**config.mk**
```make
export PLATFORM = sky130hd
export DESIGN_NAME = pair_table_insert_remove_top
export DESIGN_NICKNAME = d
export VERILOG_FILES = /design/src/rtl/ptir_pkg.sv /design/src/rtl/ptir_ram.sv /design/src/rtl/pair_table_insert_remove_top.sv
export SDC_FILE = /design/constraint.sdc
export NUM_CORES = 1
export LEC_CHECK = 0
export ABC_AREA = 1
export BUFFER_PORTS_ARGS = -buffer_cell sky130_fd_sc_hd__buf_4
export CORE_AREA = 2 2 225 227
export DETAILED_ROUTE_END_ITERATION = 8
export DIE_AREA = 0 0 227 229
export PLACE_DENSITY_LB_ADDON = 0.08
export SLEW_MARGIN = 20
export SYNTH_ARGS = -nofsm -noshare
export SYNTH_HDL_FRONTEND = slang
export SYNTH_HIERARCHICAL = 1
export SYNTH_SLANG_ARGS = --single-unit
```
**constraint.sdc**
```tcl
create_clock -name clock -period 10.05 [get_ports clock]
set_input_delay 0 -clock clock [delete_from_list [all_inputs] [get_ports clock]]
set_output_delay 0 -clock clock [all_outputs]
set_load 0.005 [all_outputs]
```
**src/rtl/ptir_pkg.sv**
```systemverilog
`default_nettype none

package ptir_pkg;

   localparam int REQ_TDATA_BITS = 40;
   localparam int RSP_TDATA_BITS = 40;

   localparam logic [1:0] OP_ADD    = 2'd0;
   localparam logic [1:0] OP_REMOVE = 2'd1;
   localparam logic [1:0] OP_READ   = 2'd2;

   localparam logic [1:0] STATUS_OK     = 2'd0;
   localparam logic [1:0] STATUS_FULL   = 2'd1;
   localparam logic [1:0] STATUS_DUP    = 2'd2;
   localparam logic [1:0] STATUS_BADIDX = 2'd3;

   typedef struct packed {
      logic [3:0]  position;
      logic [15:0] value_in;
      logic [15:0] key_in;
      logic [1:0]  opcode;
   } req_data_type;

   typedef struct packed {
      logic [4:0]  entry_count;
      logic [15:0] value_out;
      logic [15:0] key_out;
      logic [1:0]  status;
   } rsp_data_type;

endpackage

`default_nettype wire

```
**src/rtl/ptir_ram.sv**
```systemverilog
`default_nettype none

module ptir_ram #(
   parameter int WIDTH = 32,
   parameter int DEPTH = 16
) (
   input  wire logic                                    clock,
   input  wire logic                                    wr_en,
   input  wire logic [(DEPTH > 1 ? $clog2(DEPTH) : 1)-1:0] wr_addr,
   input  wire logic [WIDTH-1:0]                        wr_data,
   input  wire logic [(DEPTH > 1 ? $clog2(DEPTH) : 1)-1:0] rd_addr,
   output logic      [WIDTH-1:0]                        rd_data
);

   logic [WIDTH-1:0] mem [DEPTH];

   always_ff @(posedge clock) begin
      if (wr_en) begin
         mem[wr_addr] <= wr_data;
      end
      rd_data <= mem[rd_addr];
   end

endmodule

`default_nettype wire

```
**src/rtl/pair_table_insert_remove_top.sv**
```systemverilog
// channel   ports                            direction  contents
// req       req_tvalid/req_tready/req_tdata  in         opcode, key, value, position
// rsp       rsp_tvalid/rsp_tready/rsp_tdata  out        status, key, value, entry count
// csr       csr_valid/csr_ready/csr_data     in         allow_duplicates
//
// add without duplicate check, bad index, full, opcode 3: idle, done; read adds fetch
// add with duplicate check: adds scan of all entries; remove: adds fetch, then shift
// the walks go through the single read port of the pair ram, one entry a cycle
// reset clears the count and sets allow_duplicates; pair ram contents are not cleared
// a held response does not block the next request until that one is finished
`default_nettype none

module pair_table_insert_remove_top #(
   parameter int CAPACITY   = 16,
   parameter int KEY_BITS   = 16,
   parameter int VALUE_BITS = 16
) (
   input  wire logic                                 clock,
   input  wire logic                                 reset,
   input  wire logic                                 req_tvalid,
   output logic                                      req_tready,
   // opcode[1:0], key_in[17:2], value_in[33:18], position[37:34], zero fill
   input  wire logic [ptir_pkg::REQ_TDATA_BITS-1:0] req_tdata,
   output logic                                      rsp_tvalid,
   input  wire logic                                 rsp_tready,
   // status[1:0], key_out[17:2], value_out[33:18], entry_count[38:34], zero fill
   output logic      [ptir_pkg::RSP_TDATA_BITS-1:0] rsp_tdata,
   input  wire logic                                 csr_valid,
   output logic                                      csr_ready,
   input  wire logic                                 csr_data
);

   localparam int KB = KEY_BITS < 16 ? KEY_BITS : 16;
   localparam int VB = VALUE_BITS < 16 ? VALUE_BITS : 16;
   localparam int AW = CAPACITY > 1 ? $clog2(CAPACITY) : 1;
   localparam int CW = $clog2(CAPACITY + 1);
   localparam int PW = CW > 4 ? CW : 4;

   localparam logic [2:0] ST_IDLE  = 3'd0;
   localparam logic [2:0] ST_SCAN  = 3'd1;
   localparam logic [2:0] ST_FETCH = 3'd2;
   localparam logic [2:0] ST_SHIFT = 3'd3;
   localparam logic [2:0] ST_DONE  = 3'd4;

   logic [2:0]   state_ff, state_in;
   logic [1:0]   op_ff, op_in;
   logic [KB-1:0] key_ff, key_in;
   logic [VB-1:0] val_ff, val_in;
   logic [3:0]   pos_ff, pos_in;
   logic [CW-1:0] count_ff, count_in;
   logic [CW-1:0] walk_ff, walk_in;
   logic [CW-1:0] wptr_ff, wptr_in;
   logic         pend_ff, pend_in;
   logic         dup_ff, dup_in;
   logic [1:0]   status_ff, status_in;
   logic [KB-1:0] kout_ff, kout_in;
   logic [VB-1:0] vout_ff, vout_in;
   logic         allow_ff, allow_in;
   logic         rsp_valid_ff, rsp_valid_in;
   ptir_pkg::rsp_data_type rsp_data_ff, rsp_data_in;

   ptir_pkg::req_data_type req_fields;
   logic          accept;
   logic          issue;
   logic          load_rsp;
   logic          wr_en;
   logic [AW-1:0] wr_addr;
   logic [AW-1:0] rd_addr;
   logic [KB+VB-1:0] wr_data;
   logic [KB+VB-1:0] rd_data;

   assign req_fields = ptir_pkg::req_data_type'(req_tdata[37:0]);
   assign req_tready = (state_ff == ST_IDLE);
   assign accept     = req_tvalid && req_tready;
   assign issue      = (walk_ff < count_ff);
   assign load_rsp   = (state_ff == ST_DONE) && (!rsp_valid_ff || rsp_tready);
   assign csr_ready  = 1'b1;
   assign allow_in   = csr_valid ? csr_data : allow_ff;

   assign rsp_tvalid = rsp_valid_ff;
   assign rsp_tdata  = {1'b0, rsp_data_ff};

   ptir_ram #(
      .WIDTH(KB + VB),
      .DEPTH(CAPACITY)
   ) u_ram (
      .clock  (clock),
      .wr_en  (wr_en),
      .wr_addr(wr_addr),
      .wr_data(wr_data),
      .rd_addr(rd_addr),
      .rd_data(rd_data)
   );

   always_comb begin
      state_in  = state_ff;
      op_in     = op_ff;
      key_in    = key_ff;
      val_in    = val_ff;
      pos_in    = pos_ff;
      count_in  = count_ff;
      walk_in   = walk_ff;
      wptr_in   = wptr_ff;
      pend_in   = pend_ff;
      dup_in    = dup_ff;
      status_in = status_ff;
      kout_in   = kout_ff;
      vout_in   = vout_ff;
      wr_en     = 1'b0;
      wr_addr   = count_ff[AW-1:0];
      wr_data   = {key_ff, val_ff};
      rd_addr   = walk_ff[AW-1:0];

      case (state_ff)
         ST_IDLE: begin
            if (accept) begin
               op_in     = req_fields.opcode;
               key_in    = req_fields.key_in[KB-1:0];
               val_in    = req_fields.value_in[VB-1:0];
               pos_in    = req_fields.position;
               kout_in   = '0;
               vout_in   = '0;
               status_in = ptir_pkg::STATUS_OK;
               state_in  = ST_DONE;
               case (req_fields.opcode)
                  ptir_pkg::OP_ADD: begin
                     if (count_ff >= CW'(CAPACITY)) begin
                        status_in = ptir_pkg::STATUS_FULL;
                     end else if (!allow_ff && (count_ff != '0)) begin
                        walk_in  = '0;
                        pend_in  = 1'b0;
                        dup_in   = 1'b0;
                        state_in = ST_SCAN;
                     end else begin
                        wr_en    = 1'b1;
                        wr_data  = {req_fields.key_in[KB-1:0], req_fields.value_in[VB-1:0]};
                        count_in = count_ff + 1'b1;
                     end
                  end
                  ptir_pkg::OP_REMOVE, ptir_pkg::OP_READ: begin
                     if (PW'(req_fields.position) >= PW'(count_ff)) begin
                        status_in = ptir_pkg::STATUS_BADIDX;
                     end else begin
                        rd_addr  = AW'(req_fields.position);
                        state_in = ST_FETCH;
                     end
                  end
                  default: begin
                     state_in = ST_DONE;
                  end
               endcase
            end
         end
         ST_SCAN: begin
            pend_in = issue;
            if (issue) begin
               walk_in = walk_ff + 1'b1;
            end
            if (pend_ff && (rd_data == {key_ff, val_ff})) begin
               dup_in = 1'b1;
            end
            if (!issue && !pend_ff) begin
               if (dup_ff) begin
                  status_in = ptir_pkg::STATUS_DUP;
               end else begin
                  wr_en    = 1'b1;
                  count_in = count_ff + 1'b1;
               end
               state_in = ST_DONE;
            end
         end
         ST_FETCH: begin
            kout_in = rd_data[KB+VB-1:VB];
            vout_in = rd_data[VB-1:0];
            if (op_ff == ptir_pkg::OP_REMOVE) begin
               wptr_in  = CW'(pos_ff);
               walk_in  = CW'(pos_ff) + 1'b1;
               pend_in  = 1'b0;
               state_in = ST_SHIFT;
            end else begin
               state_in = ST_DONE;
            end
         end
         ST_SHIFT: begin
            pend_in = issue;
            if (issue) begin
               walk_in = walk_ff + 1'b1;
            end
            if (pend_ff) begin
               wr_en   = 1'b1;
               wr_addr = wptr_ff[AW-1:0];
               wr_data = rd_data;
               wptr_in = wptr_ff + 1'b1;
            end
            if (!issue && !pend_ff) begin
               count_in = count_ff - 1'b1;
               state_in = ST_DONE;
            end
         end
         ST_DONE: begin
            if (load_rsp) begin
               state_in = ST_IDLE;
            end
         end
         default: begin
            state_in = ST_IDLE;
         end
      endcase
   end

   always_comb begin
      rsp_data_in             = rsp_data_ff;
      rsp_valid_in            = rsp_valid_ff;
      if (load_rsp) begin
         rsp_data_in.status      = status_ff;
         rsp_data_in.key_out     = 16'(kout_ff);
         rsp_data_in.value_out   = 16'(vout_ff);
         rsp_data_in.entry_count = 5'(count_ff);
         rsp_valid_in            = 1'b1;
      end else if (rsp_tready) begin
         rsp_valid_in = 1'b0;
      end
   end

   always_ff @(posedge clock) begin
      if (reset) begin
         state_ff     <= ST_IDLE;
         count_ff     <= '0;
         allow_ff     <= 1'b1;
         rsp_valid_ff <= 1'b0;
      end else begin
         state_ff     <= state_in;
         count_ff     <= count_in;
         allow_ff     <= allow_in;
         rsp_valid_ff <= rsp_valid_in;
      end
      op_ff       <= op_in;
      key_ff      <= key_in;
      val_ff      <= val_in;
      pos_ff      <= pos_in;
      walk_ff     <= walk_in;
      wptr_ff     <= wptr_in;
      pend_ff     <= pend_in;
      dup_ff      <= dup_in;
      status_ff   <= status_in;
      kout_ff     <= kout_in;
      vout_ff     <= vout_in;
      rsp_data_ff <= rsp_data_in;
   end

   a_count_bound: assert property (@(posedge clock) disable iff (reset)
      count_ff <= CW'(CAPACITY))
      else $error("entry count above capacity");

   a_write_state: assert property (@(posedge clock) disable iff (reset)
      wr_en |-> (state_ff == ST_IDLE || state_ff == ST_SCAN || state_ff == ST_SHIFT))
      else $error("pair ram written outside an update state");

   a_shift_order: assert property (@(posedge clock) disable iff (reset)
      (state_ff == ST_SHIFT) |-> (wptr_ff < walk_ff))
      else $error("shift write pointer not behind read pointer");

   a_dup_scan: assert property (@(posedge clock) disable iff (reset)
      (state_ff == ST_SCAN) && !dup_ff && dup_in |-> pend_ff)
      else $error("duplicate flagged without a compared entry");

   a_rsp_after_done: assert property (@(posedge clock) disable iff (reset)
      load_rsp |=> rsp_valid_ff && (state_ff == ST_IDLE))
      else $error("finished request not presented");

endmodule

`default_nettype wire

```
==> results.py, run 1 <==
metrics = {
    "logic_synthesis": {
        "synth-seq-cells": 676,
        "synth_edf_count": 634,
        "synth-compound-area-share_pct": 3.03,
        "syn_inst": 2827,
        "synth_flop_cell": "edfxtp_1",
        "yosysTopAreaCell": "edfxtp_1",
        "yosys.area_share.simple_pct": 18.5,
        "avgSynthCellArea_um2": 10.4,
        "synthMuxAreaShare_pct": 0,
        "syn_area_um2": 29400,
        "synth-xor-area-share_pct": 0.417,
        "synth_fa_ha_area_share_pct": 0.707,
        "async_flop_share_pct": 0,
        "netlist_top_cells_area": "edfxtp_1, nand2_1, nand3_1",
        "synth_top_family_by_area": "simple AND/OR/NAND/NOR gates",
        "synth.top_cells.by_count": "nand2_1, edfxtp_1, inv_1",
        "yosysMostFrequentCell": "nand2_1",
        "yosysUniqueCellTypes": 37,
        "synth-seq-area-share_pct": 67.7,
        "synth.net_count": 2889,
        "netlist.area_leader.share_pct": 64.8,
        "yosysWarnings": 6,
    },
    "floorplanning": {
        "ioPinCount": 89,
        "die_y_um": 229,
        "fp-row-count": 82,
        "start_util_pct": 59.1,
        "die_w_um": 227,
        "dieArea_um2": 52000,
        "core_area_um2": 49700,
    },
    "route": {
        "first_pass_iters": 6,
        "drc": 0,
        "vias": 19800,
        "wirelength_um": 70000,
        "drtIter0Drc": 2128,
        "wl_per_cell_um": 19.1,
        "via_per_inst": 5.39,
        "postRouteAntennaNets": 0,
    },
    "power": {
        "finalPower_mw": 7.26,
        "ir_worst_vdd_v": 0.000121,
        "powerDensity_nw_per_um2": 219,
        "p_leak_nw": 14.2,
    },
    "global_route": {
        "grt_usage_pct": 27.4,
        "grt_pass1_vias": 19100,
        "globalRouteOverflowTotal": 0,
        "antenna_found_initial": 1,
        "grt_max_degree": 161,
        "grt_pass1_wl_um": 107000,
    },
    "placed_design": {
        "place_ws_ns": 5.28,
        "io_buffers": 84,
        "globalplace.congestion": 0.823,
        "placed_area_um2": 30600,
        "dp_cells": 3510,
        "hpwlAfterDp_um": 38100,
    },
    "critical_path": {
        "path_max_fanout": 124,
        "worstPathArrival_ns": 5.22,
        "slowest_delay_ns": 0.80,
        "end_kind": "flip-flop",
        "crit_slowest_cell": "buf_4",
        "worstSetupStartpointType": "flip-flop",
        "cp.required_ns": 10.47,
        "path_cells": "nor2_1 > nand2_2 > nor2_4 > buf_4 > nand3_1 > nand2_1 > o21ai_4 > inv_6 > buf_4 > nand2_1 > nand3_1 > nand3_1 > nand3_1 > nand2_1",
        "cpMostUsedCell": "nand3_1",
        "crit_type": "reg -> reg",
    },
    "min_path": {
        "hold_path_class": "in -> reg",
    },
    "sta": {
        "finalCriticalPeriod_ns": 4.80,
        "slew_violations": 0,
        "fin_tns_setup_ns": 0,
        "fin_ws_ns": 5.25,
        "fmax_mhz": 208,
        "final-setup-viol-count": 0,
        "final.setup_skew_ns": 0.0178,
        "relSlewSlack_pct": 28.9,
        "min_period_over_period_pct": 47.8,
        "finalHoldViolCount": 0,
        "worst_pin_slew_ns": 1.07,
        "grt_setup_unrepaired": "false",
    },
    "clock_network": {
        "cts_max_level": 3,
        "cts_tree": "yes",
        "path_clk_slew_ns": 0.06,
        "tritoncts.num_buffers": 69,
        "clk_latency_ns": 0.59,
        "clkSinkCount": 676,
        "clock-root-buffer": "clkbuf_16",
        "post_cts_buffers": 0,
        "clk_path_buf_depth": 3,
    },
    "finish": {
        "multi_input_area_um2": 6890,
        "postLayoutCellArea_um2": 33200,
        "instances_no_fill": 3673,
        "nets": 3016,
        "nFillCells": 3725,
        "area_growth_pct": 13.0,
        "ff_latch_area_um2": 19900,
        "drive_gt1_share_pct": 9.20,
        "diodes": 0,
    },
    "flow_run": {
        "cap_violations": 0,
    },
    "outcome": {
        "status": "complete, no violations",
    },
}
[where the power goes]
part / switching (mW) / total, mW / leakage, nW / internal [mW]
logic: 0.988 / 1.38 / 7.03 / 0.387
registers: 0.116 / 3.49 / 6.16 / 3.38
clock network: 1.01 / 2.40 / 1.02 / 1.39
[stage by stage]
step,hold WS (ns),util [%]
after floorplan,0.0691,-
final,0.135,66.8
after global placement,0.189,61.6
after detailed placement,0.189,61.7
after CTS,0.104,66.7
after global routing,0.142,66.8
[critical path: cells and delay by family (launching register included)]
kind	cells	cell delay (ns)
buffers and inverters	3	1.89
AND/OR/NAND/NOR	10	1.95
AO/OA/AOI/OAI	1	0.14
flip-flops	1	0.37
[placed cells by master (no fill, tap or decap), drive strengths merged, types with 2 or more instances in the layout]
cell type    synthesis  layout
a21oi               57      57
nand3b               2       2
nor3                 4       4
clkinv               0      20
nor2                98      98
dfxtp               42      42
nand2              776     776
xor2                12      12
o21ai               95      95
o22ai               14      14
ha                  15      15
conb                 2       2
nand4               11      11
bufinv               0       2
dlygate4sd3          0      44
clkbuf              20      96
buf                107     139
xnor2                2       2
inv                526     526
edfxtp             634     634
nand3              403     403
[routing by layer]
layer,vias to the layer above,share of wire [%],GRT usage (%)
li1,9435,-,-
met3,121,9.0,4.37
met4,0,2.2,9.07
met2,831,47,43.9
met1,9403,42,38.5
met5,-,0,0
[state kept, by name, indices dropped and copies added, names as in the netlist, 5 cells and up]
name           count
u_ram/mem        512
kout_ff           16
key_ff            16
count_ff           5
walk_ff            5
u_ram/rd_data     32
rsp_tdata         39
vout_ff           16
val_ff            16
[logic make-up after synthesis]
logic type      after synthesis
buf+inv                     653
flops                       676
simple gates               1295
compound gates              171
fa+ha+maj                    16
xor+xnor                     14
other cells                   2
[worst paths after layout]
kind | slack [ns] | cells past startpoint | start | endpoint
setup / recovery | 5.25 | 14 | state_ff[1] | u_ram/rd_data[4]
hold / removal | 0.13 | 2 | req_tdata[30] | val_ff[12]
setup reg to reg | 5.25 | 14 | state_ff[1] | u_ram/rd_data[4]
hold reg to reg | 0.42 | 0 | kout_ff[12] | rsp_tdata[14]
[timing repair]
item                                    4_1_cts  5_1_grt
resized for setup                             0        0
endpoints found under the setup margin        0        0
hold buffers                                 44        0
hold endpoints to repair                     66        0
[area by class of cell]
type / count / share of cell area (%)
timing repair buffer: 183 / 4.51
sequential: 676 / 59.9
tap: 672 / 2.53
inverter: 526 / 5.99
multi-input combinational: 1498 / 20.8
clock inverter: 22 / 0.456
clock buffer: 96 / 5.82
Power figures use the tool's default switching activity.
==> run 2: changes to the inputs <==
Settings changed: ABC_AREA 1 to 0, CORE_AREA 2 2 225 227 to 2 2 221 223, DIE_AREA 0 0 227 229 to 0 0 223 225.
Clock period 10.05 ns to 4 ns, I/O delays scaled along.
==> run 2 against run 1 <==
Clock skew about the same. Core utilization is 2.3 points lower. Final area decreased by 7.5%. Maximum frequency grew 29%. Clock power rose to 2.7 times the previous value. Sequential power increased by 130%. Sequential share of layout area up 4.9 points. Largest cell class unchanged.
==> results.py, run 2 <==
metrics = {
    "flow_run": {
        "cap_violations": 0,
    },
    "critical_path": {
        "worstPathArrival_ns": 3.96,
        "end_kind": "flip-flop",
        "rrSetupSlack_ns": 0.29,
        "crit_type": "reg -> reg",
        "slowest_delay_ns": 0.65,
        "worstSetupStartpointType": "flip-flop",
        "path_max_fanout": 19,
        "crit_slowest_cell": "o31ai_1",
        "cp.required_ns": 4.25,
        "path_cells": "inv_1 > ha_1 > a21oi_1 > o21ai_1 > nand2b_1 > o31ai_1 > nand3_1 > nor3_4 > buf_4",
    },
    "power": {
        "p_leak_nw": 10.3,
        "seq_power_share_pct": 52.4,
        "switching_share_pct": 21.0,
        "p_int_mw": 12.1,
        "ir_worst_vdd_v": 0.000379,
        "powerDensity_nw_per_um2": 499,
        "p_comb_share_pct": 5.2,
        "clkPwrFrac_pct": 42.4,
        "switchingPower_mw": 3.22,
    },
    "global_route": {
        "grt_max_degree": 49,
        "grt_usage_pct": 25.1,
        "grt_pass1_vias": 13500,
        "grt_pass1_wl_um": 89600,
        "globalRouteOverflowTotal": 0,
        "antenna_found_initial": 1,
    },
    "sta": {
        "final-setup-viol-count": 0,
        "finalCriticalPeriod_ns": 3.71,
        "fmax_mhz": 270,
        "grt_setup_unrepaired": "false",
        "min_period_over_period_pct": 92.8,
        "slew_violations": 0,
        "hold_slack_ns": 0.128,
        "relSlewSlack_pct": 27.8,
        "worst_pin_slew_ns": 1.08,
        "finalHoldViolCount": 0,
        "fin_tns_setup_ns": 0,
        "final.setup_skew_ns": 0.0181,
    },
    "floorplanning": {
        "ioPinCount": 89,
        "start_util_pct": 54.7,
        "die_y_um": 225,
        "fp-row-count": 80,
        "die_w_um": 223,
        "core_area_um2": 47500,
        "dieArea_um2": 50200,
    },
    "logic_synthesis": {
        "yosysWarnings": 6,
        "synth.top_cells.by_count": "edfxtp_1, mux4_2, nand2_1",
        "syn_inst": 1345,
        "async_flop_share_pct": 0,
        "netlist.area_leader.share_pct": 73.2,
        "synth.net_count": 1407,
        "netlist_top_cells_area": "edfxtp_1, mux4_2, dfxtp_1",
        "syn_area_um2": 26000,
        "synth-seq-cells": 676,
        "yosysUniqueCellTypes": 56,
        "avgSynthCellArea_um2": 19.3,
        "yosysTopAreaCell": "edfxtp_1",
        "synth_flop_cell": "edfxtp_1",
        "synth_edf_count": 634,
        "synth-seq-area-share_pct": 76.4,
        "yosysMostFrequentCell": "edfxtp_1",
    },
    "clock_network": {
        "cts_resized": 0,
        "cts_tree": "yes",
        "clock-root-buffer": "clkbuf_16",
        "clk_path_buf_depth": 3,
        "clk_latency_ns": 0.60,
        "tritoncts.num_buffers": 70,
        "cts_max_level": 3,
        "path_clk_slew_ns": 0.07,
        "clkSinkCount": 676,
    },
    "placed_design": {
        "globalplace.congestion": 0.797,
        "io_buffers": 84,
        "hpwlAfterDp_um": 34900,
        "placed_area_um2": 27900,
    },
    "finish": {
        "drive_gt1_share_pct": 26.2,
        "layout_common_cells": "edfxtp_1, buf_4, mux4_2, nand2_1, a22oi_1",
        "area_growth_pct": 18.0,
        "final_common_cell": "edfxtp_1",
        "diodes": 0,
        "nets": 1602,
        "postLayoutCellArea_um2": 30700,
        "final_util_pct": 64.5,
        "top_register": "u_ram/mem",
        "largest_reg_flops": 512,
    },
    "route": {
        "drtIter0Drc": 1588,
        "first_pass_iters": 5,
        "vias": 13500,
        "wirelength_um": 61500,
        "postRouteAntennaNets": 0,
        "drc": 0,
        "wl_per_cell_um": 27.8,
        "via_per_inst": 6.09,
    },
    "min_path": {
        "hold_path_class": "in -> reg",
    },
    "outcome": {
        "status": "complete, no violations",
    },
}
[run 2: cell types whose count changed in the layout (fill, tap and decap cells not counted), sizes merged, moves of 78 or more]
cell and delta:
nand2 -660, inv -506, o21ai -78, mux4 +128, nand3 -393, a22oi +94
[run 2: area by class of cell]
cell class              count  area, µm²
flip-flops and latches    676      19900
fillers                  3239      16900
multi-input cells         585       5930
clock buffers              92       1960
repair buffers            189       1730
well taps                 615        769
clock inverters            36        347
inverters                  18       67.6
[run 2: timing repair]
item / CTS / global route
setup buffers: 0 / 0
endpoints found under the hold margin: 51 / 0
hold buffers: 44 / 0
[run 2: power groups by stage]
stage	registers [mW]	clock network (mW)	logic, mW
after floorplan	8.16	0	0.428
after global placement	8.18	0	0.750
after detailed placement	8.18	0	0.767
after CTS	8.04	6.60	0.805
after global routing	8.05	6.84	0.864
final	8.04	6.49	0.799
[run 2: worst paths after layout]
path | from | depth (start not counted) | end
max | count_ff[1] | 9 | u_ram/mem[12][22]
min | req_tdata[29] | 2 | val_ff[11]
max reg2reg | count_ff[1] | 9 | u_ram/mem[12][22]
min reg2reg | vout_ff[13] | 0 | rsp_tdata[31]
[run 2: per-layer routing]
layer	vias up	part of all wire, %	global-route usage [%]
met3	97	6.8	4.43
li1	5807	-	-
met1	7034	42	35.4
met4	0	2.5	8.01
met5	-	0	0
met2	520	48	40.5
[run 2: cells by family after synthesis]
group / Yosys count / share of synthesized area, %
compound gates: 153 / 4.12
flops: 676 / 76.4
fa+ha+maj: 16 / 0.798
buf+inv: 84 / 1.50
simple gates: 239 / 4.39
xor+xnor: 38 / 1.28
mux: 137 / 11.5
other cells: 2 / 0.0289
[run 2: metrics by stage]
stage	worst slack, ns	power [mW]	cells
finish	0.290	15.3	2211
global route	0.0172	15.8	2211
CTS	0.330	15.4	2211
detailed placement	0.359	8.95	2039
global placement	0.442	8.93	2039
floorplan	0.153	8.59	1345
[run 2: critical path, delay by kind of cell (launching register included)]
family / cells / cell delay [ns]
AOI/OAI and AO/OA: 3 / 1.05
adders and majority gates: 1 / 0.31
buffers and inverters: 2 / 0.58
DFF: 1 / 0.44
and+or+nand+nor: 3 / 0.95
